### config.mk
export PLATFORM = sky130hd
export DESIGN_NAME = nfca_ctrl
export DESIGN_NICKNAME = d
export VERILOG_FILES = /design/src/rtl/core/nfca_pkg.sv /design/src/rtl/core/nfca_ctrl.sv
export SDC_FILE = /design/constraint.sdc
export NUM_CORES = 1
export LEC_CHECK = 0
export BUFFER_PORTS_ARGS = -buffer_cell sky130_fd_sc_hd__buf_2
export CORE_ASPECT_RATIO = 0.8
export CORE_MARGIN = 4
export CORE_UTILIZATION = 55
export DETAILED_ROUTE_END_ITERATION = 10
export GPL_TIMING_DRIVEN = 0
export PLACE_DENSITY = 0.75
export SYNTH_ARGS = -nofsm -noshare
export SYNTH_HDL_FRONTEND = slang
export SYNTH_SLANG_ARGS = --single-unit
export TNS_END_PERCENT = 1
### constraint.sdc
create_clock -name clk -period 15.8 [get_ports clk]
set_clock_uncertainty 0.05 [all_clocks]
set_input_delay 3.16 -clock clk [delete_from_list [all_inputs] [get_ports clk]]
set_output_delay 3.16 -clock clk [all_outputs]
set_load 0.05 [all_outputs]
### src/rtl/core/nfca_pkg.sv
// Package for the nearest free color allocator: pixel and result beat types,
// the octant fallback order and small shared constants. No dependencies.
`default_nettype none

package nfca_pkg;

  localparam int CHAN_W = 4;

  typedef struct packed {
    logic [CHAN_W-1:0] red_in;
    logic [CHAN_W-1:0] green_in;
    logic [CHAN_W-1:0] blue_in;
  } pix_t;

  typedef struct packed {
    logic [CHAN_W-1:0] red_out;
    logic [CHAN_W-1:0] green_out;
    logic [CHAN_W-1:0] blue_out;
    logic              exhausted;
  } res_t;

  typedef struct packed {
    logic rd_en;
    logic wr_en;
  } mem_cmd_t;

  localparam logic [2:0] FALLBACK_XOR [8] = '{3'd0, 3'd1, 3'd4, 3'd5,
                                               3'd2, 3'd3, 3'd6, 3'd7};
  localparam logic [2:0] PROBE_LAST = 3'd7;

endpackage

`default_nettype wire

### src/rtl/core/nfca_ctrl.sv
// Sequencer of the allocator: clearing pass, octree descent with octant
// fallback, and the read-modify-write of the path counts. Depends on nfca_pkg.
`default_nettype none

module nfca_ctrl import nfca_pkg::*; #(
  parameter int BITS   = 4,
  parameter int DEPTH  = 4681,
  parameter int ADDR_W = 13,
  parameter int CNT_W  = 13
) (
  input  wire logic              clk,
  input  wire logic              rst_n,
  input  wire logic              start,
  output      logic              busy,
  input  wire pix_t              in_pix,
  output      mem_cmd_t          cmd,
  output      logic [ADDR_W-1:0] rd_addr,
  output      logic [ADDR_W-1:0] wr_addr,
  output      logic [CNT_W-1:0]  wr_data,
  input  wire logic [CNT_W-1:0]  rd_data,
  output      logic              res_valid,
  output      res_t              res
);

  localparam int LVL_W = $clog2(BITS + 1);
  localparam int ST_W  = 3;

  localparam logic [ST_W-1:0] ST_CLEAR = 3'd0;
  localparam logic [ST_W-1:0] ST_IDLE  = 3'd1;
  localparam logic [ST_W-1:0] ST_ROOT  = 3'd2;
  localparam logic [ST_W-1:0] ST_PROBE = 3'd3;
  localparam logic [ST_W-1:0] ST_UPD   = 3'd4;

  logic [ST_W-1:0]   state_r, state_nxt;
  logic [ADDR_W-1:0] clr_addr_r, clr_addr_nxt;
  logic [BITS-1:0]   r_sh_r, r_sh_nxt, g_sh_r, g_sh_nxt, b_sh_r, b_sh_nxt;
  logic [BITS-1:0]   r_col_r, r_col_nxt, g_col_r, g_col_nxt, b_col_r, b_col_nxt;
  logic [LVL_W-1:0]  lvl_r, lvl_nxt;
  logic [LVL_W-1:0]  upd_r, upd_nxt;
  logic [2:0]        t_r, t_nxt;
  logic [ADDR_W-1:0] probe_addr_r, probe_addr_nxt;
  logic [ADDR_W-1:0] path_r [BITS+1];
  logic [ADDR_W-1:0] path_nxt [BITS+1];

  logic [2:0]        want, next_want, cand;
  logic [BITS-1:0]   r_shl, g_shl, b_shl;
  logic [ADDR_W-1:0] node;

  function automatic logic [CNT_W-1:0] full_at(input logic [LVL_W-1:0] depth);
    full_at = CNT_W'(1) << (3 * (BITS - int'(depth)));
  endfunction

  function automatic logic [ADDR_W-1:0] child_of(input logic [ADDR_W-1:0] parent,
                                                 input logic [2:0] oct);
    child_of = ADDR_W'({parent, oct}) + ADDR_W'(1);
  endfunction

  assign busy = (state_r != ST_IDLE);

  always_comb begin
    r_shl     = r_sh_r << 1;
    g_shl     = g_sh_r << 1;
    b_shl     = b_sh_r << 1;
    want      = {r_sh_r[BITS-1], g_sh_r[BITS-1], b_sh_r[BITS-1]};
    next_want = {r_shl[BITS-1], g_shl[BITS-1], b_shl[BITS-1]};
    cand      = want ^ FALLBACK_XOR[t_r];
    node      = path_r[lvl_r];
  end

  always_comb begin
    state_nxt      = state_r;
    clr_addr_nxt   = clr_addr_r;
    r_sh_nxt       = r_sh_r;
    g_sh_nxt       = g_sh_r;
    b_sh_nxt       = b_sh_r;
    r_col_nxt      = r_col_r;
    g_col_nxt      = g_col_r;
    b_col_nxt      = b_col_r;
    lvl_nxt        = lvl_r;
    upd_nxt        = upd_r;
    t_nxt          = t_r;
    probe_addr_nxt = probe_addr_r;
    path_nxt       = path_r;
    cmd            = '0;
    rd_addr        = '0;
    wr_addr        = '0;
    wr_data        = '0;
    res_valid      = 1'b0;
    res            = '0;

    case (state_r)
      ST_CLEAR: begin
        cmd.wr_en = 1'b1;
        wr_addr   = clr_addr_r;
        if (clr_addr_r == ADDR_W'(DEPTH - 1)) begin
          state_nxt = ST_IDLE;
        end else begin
          clr_addr_nxt = clr_addr_r + ADDR_W'(1);
        end
      end
      ST_IDLE: begin
        if (start) begin
          r_sh_nxt    = BITS'(in_pix.red_in);
          g_sh_nxt    = BITS'(in_pix.green_in);
          b_sh_nxt    = BITS'(in_pix.blue_in);
          r_col_nxt   = '0;
          g_col_nxt   = '0;
          b_col_nxt   = '0;
          lvl_nxt     = '0;
          path_nxt[0] = '0;
          cmd.rd_en   = 1'b1;
          rd_addr     = '0;
          state_nxt   = ST_ROOT;
        end
      end
      ST_ROOT: begin
        if (rd_data >= full_at('0)) begin
          res_valid     = 1'b1;
          res.exhausted = 1'b1;
          state_nxt     = ST_IDLE;
        end else begin
          t_nxt          = '0;
          probe_addr_nxt = child_of('0, want ^ FALLBACK_XOR[0]);
          cmd.rd_en      = 1'b1;
          rd_addr        = probe_addr_nxt;
          state_nxt      = ST_PROBE;
        end
      end
      ST_PROBE: begin
        if (rd_data < full_at(lvl_r + LVL_W'(1))) begin
          path_nxt[lvl_r + LVL_W'(1)] = probe_addr_r;
          r_col_nxt = (r_col_r << 1) | BITS'(cand[2]);
          g_col_nxt = (g_col_r << 1) | BITS'(cand[1]);
          b_col_nxt = (b_col_r << 1) | BITS'(cand[0]);
          r_sh_nxt  = r_shl;
          g_sh_nxt  = g_shl;
          b_sh_nxt  = b_shl;
          cmd.rd_en = 1'b1;
          if (lvl_r == LVL_W'(BITS - 1)) begin
            rd_addr   = path_r[0];
            upd_nxt   = '0;
            state_nxt = ST_UPD;
          end else begin
            lvl_nxt        = lvl_r + LVL_W'(1);
            t_nxt          = '0;
            probe_addr_nxt = child_of(probe_addr_r, next_want ^ FALLBACK_XOR[0]);
            rd_addr        = probe_addr_nxt;
          end
        end else if (t_r == PROBE_LAST) begin
          res_valid     = 1'b1;
          res.exhausted = 1'b1;
          state_nxt     = ST_IDLE;
        end else begin
          t_nxt          = t_r + 3'd1;
          probe_addr_nxt = child_of(node, want ^ FALLBACK_XOR[t_nxt]);
          cmd.rd_en      = 1'b1;
          rd_addr        = probe_addr_nxt;
        end
      end
      ST_UPD: begin
        cmd.wr_en = 1'b1;
        wr_addr   = path_r[upd_r];
        wr_data   = rd_data + CNT_W'(1);
        if (upd_r == LVL_W'(BITS)) begin
          res_valid     = 1'b1;
          res.red_out   = CHAN_W'(r_col_r);
          res.green_out = CHAN_W'(g_col_r);
          res.blue_out  = CHAN_W'(b_col_r);
          state_nxt     = ST_IDLE;
        end else begin
          cmd.rd_en = 1'b1;
          rd_addr   = path_r[upd_r + LVL_W'(1)];
          upd_nxt   = upd_r + LVL_W'(1);
        end
      end
      default: begin
        state_nxt = ST_IDLE;
      end
    endcase
  end

  always_ff @(posedge clk) begin
    if (!rst_n) begin
      state_r    <= ST_CLEAR;
      clr_addr_r <= '0;
    end else begin
      state_r    <= state_nxt;
      clr_addr_r <= clr_addr_nxt;
    end
  end

  always_ff @(posedge clk) begin
    r_sh_r       <= r_sh_nxt;
    g_sh_r       <= g_sh_nxt;
    b_sh_r       <= b_sh_nxt;
    r_col_r      <= r_col_nxt;
    g_col_r      <= g_col_nxt;
    b_col_r      <= b_col_nxt;
    lvl_r        <= lvl_nxt;
    upd_r        <= upd_nxt;
    t_r          <= t_nxt;
    probe_addr_r <= probe_addr_nxt;
    path_r       <= path_nxt;
  end

  a_res_then_idle: assert property (@(posedge clk) disable iff (!rst_n)
    res_valid |=> state_r == ST_IDLE)
    else $error("result beat not followed by idle");

  a_accept_reads_root: assert property (@(posedge clk) disable iff (!rst_n)
    (start && !busy) |=> (state_r == ST_ROOT))
    else $error("accepted pixel did not start with the root read");

  a_no_same_addr: assert property (@(posedge clk) disable iff (!rst_n)
    (cmd.rd_en && cmd.wr_en) |-> (rd_addr != wr_addr))
    else $error("read and write hit the same count entry");

  a_upd_grows: assert property (@(posedge clk) disable iff (!rst_n)
    (state_r == ST_UPD) |-> (wr_data != '0))
    else $error("path count update wrapped");

endmodule

`default_nettype wire

==> results.toml <==
[setup_path]
critical_path.top_delay_family = "adder cells"
critPathMaxFanout = 10
worst_setup_path_start_kind = "register"
crit_type = "register to output port"
crit_path_end_kind = "output port"
crit_arrival_ps = 6060
critPathBufInv = 4
crit_slowest_cell = "or4b_2"
critPathMostFrequentCell = "ha_1"
cp_cell_sequence = "ha_1 -> ha_1 -> clkbuf_1 -> xnor2_1 -> ha_1 -> ha_1 -> a31oi_1 -> xnor2_1 -> nand2b_1 -> or4b_2 -> ha_1 -> nand4_1 -> a211o_1 -> o21ai_1 -> clkbuf_8 -> buf_2 -> a31oi_1 -> o22ai_1 -> buf_2"
cp.required_ps = 12590
slowest_delay_ps = 630

[finish]
final_area_um2 = 9390
final_nets = 933
drive_gt1_share_pct = 19.6
seqCellArea_um2 = 3650
fillers = 1138
syn_to_final_growth_pct = 16.4
diodes = 0
fin_util_pct = 65.4
multi_input_area_um2 = 4140

[floorplanning]
io_pins = 84
core_um2 = 14300
dieArea_um2 = 16700
core.rowCount = 39
die_height_um = 116
die_x_um = 143
start_util_pct = 56.2

[global_route]
grt_overflow = 0
grt_pass1_vias = 6839
grt_max_degree = 38
gr-usage-met1_pct = 39.9
gr-max-usage-layer = "met2"
grt_antenna_before_repair = 1
grt_pass1_wl_um = 37700
use_met2_pct = 47.5
track_usage_pct = 30.1
grt_use_met3_pct = 9.09

[clock_tree]
cts_setup_buffers = 0
cts_tree = "done"
cts_resized = 0
cts_max_level = 4
cts_made_buffers = 17
ctsHoldBuffers = 0
clock_latency_ps = 430
cts_buffer_depth = 2
clkSinkCount = 127
clkTransAtPathRegs_ps = 60
cts_root_buffer = "clkbuf_16"

[timing]
worst_slack_ps = 6530
rsz0062_at_grt = "no"
setup_tns_ps = 0
worstMarginPinSlew_ps = 1070
period_needed_ps = 9270
period_share_pct = 58.7
finalMaxSlewViolations = 0
relSlewSlack_pct = 27.9
finalSetupViolCount = 0
max_freq_ghz = 0.108
final_hold_viol_count = 0

[pwr]
power_mw = 0.934
p_per_area_nw_per_um2 = 99.5
leakage_nw = 3.54
vdd_drop_max_uv = 127

[logic_synthesis]
async_flop_share_pct = 0
postSynthCellCount = 773
synth_fp_nets = 827
avgSynthCellArea_um2 = 10.4
ys.flop_type = "edfxtp_1"
synth_edf_count = 111
yosys_register_bits = 127
netlist_area_um2 = 8070
seq_area_frac_synth_pct = 45.3
yosys_warnings = 0
post_synth_num_cell_types = 65

[routing]
drt-pass1-iter-count = 7
drt-initial-drc-count = 983
wl_um = 24600
routed_via_density = 6.57
wl_per_cell_um = 22.9
ant_nets = 0
drc_errors = 0
vias = 7063

[placed_design]
place_ws_ps = 6970
hpwl_um = 18100
postPlaceCellArea_um2 = 8770
numPortBuffers = 83
gp_congestion = 0.958

[hold_path]
hp-class = "register to register"

[run]
cap_violations = 0

[outcome]
outcome = "finished clean"
==> layout by cell type (no fill, tap or decap), drive strengths merged, types with 7 or more instances in the layout <==
master	netlist	final
edfxtp	111	111
nand2	103	103
buf	13	100
nor2	81	81
clkbuf	34	52
xnor2	32	32
and2	29	29
mux4	29	29
a21oi	28	28
ha	26	26
mux2i	24	24
and3	23	23
nor3	23	23
o21ai	21	21
inv	18	20
xor2	17	17
nand3	16	16
a22oi	16	16
dfxtp	16	16
a221oi	13	13
o22ai	12	12
or3	9	9
nand4	7	7
o221ai	7	7
==> final timing paths <==
kind	depth (start not counted)	endpoint	slack (ps)	from
setup / recovery	19	rd_addr[4]	6530	lvl_r[0]
hold / removal	2	g_sh_r[1]	460	g_sh_r[0]
setup reg to reg	17	g_sh_r[3]	9120	lvl_r[0]
hold reg to reg	2	g_sh_r[1]	460	g_sh_r[0]
==> per-stage QoR <==
step	cells	hold slack (ps)
floorplan	773	431
global placement	1040	440
detailed placement	1044	449
CTS	1075	465
global route	1075	492
finish	1075	462
==> routing by layer <==
layer | wire length (um) | vias up
li1 | - | 3100
met4 | 1010 | 2
met5 | 13 | -
met3 | 2860 | 101
met1 | 9650 | 3371
met2 | 11000 | 489
==> power breakdown <==
| part | internal [mW] | total, mW | switching (mW) |
|---|---|---|---|
| registers | 0.376 | 0.385 | 0.00969 |
| logic | 0.0444 | 0.135 | 0.0901 |
| clock network | 0.264 | 0.415 | 0.151 |
==> cell families after synthesis <==
logic type | after synthesis | synth area share (%)
AO/OA/AOI/OAI | 132 | 11.1
XOR/XNOR | 49 | 5.32
adder cells (fa/ha/maj) | 26 | 4.03
buffers and inverters | 65 | 3.69
flip-flops | 127 | 45.3
multiplexers | 53 | 11.1
AND/OR/NAND/NOR | 321 | 19.4
==> tightest hold or removal path, delay by kind of cell (launching register included) <==
| family | cells | cell delay, ps |
|---|---|---|
| flops | 1 | 320 |
| simple gates | 2 | 100 |
==> cells in the mapped netlist (all sizes together), types with 17 or more instances <==
library cell,instances,share of area [%]
xor2,17,1.8
nand2,103,4.8
clkbuf,34,1.7
o21ai,21,1.3
xnor2,32,3.5
and3,23,1.8
and2,29,2.2
mux2i,24,3.0
ha,26,4.0
nor2,81,3.8
inv,18,0.84
edfxtp,111,41
nor3,23,1.6
a21oi,28,1.7
mux4,29,8.1
==> cell type report <==
cell class,count,share of cell area [%]
inverter,18,0.720
sequential,127,38.9
buffer,47,2.45
clock buffer,18,4.57
multi-input combinational,581,44.1
clock inverter,13,2.01
tap,184,2.45
timing repair buffer,87,4.78
Power figures use the tool's default switching activity.
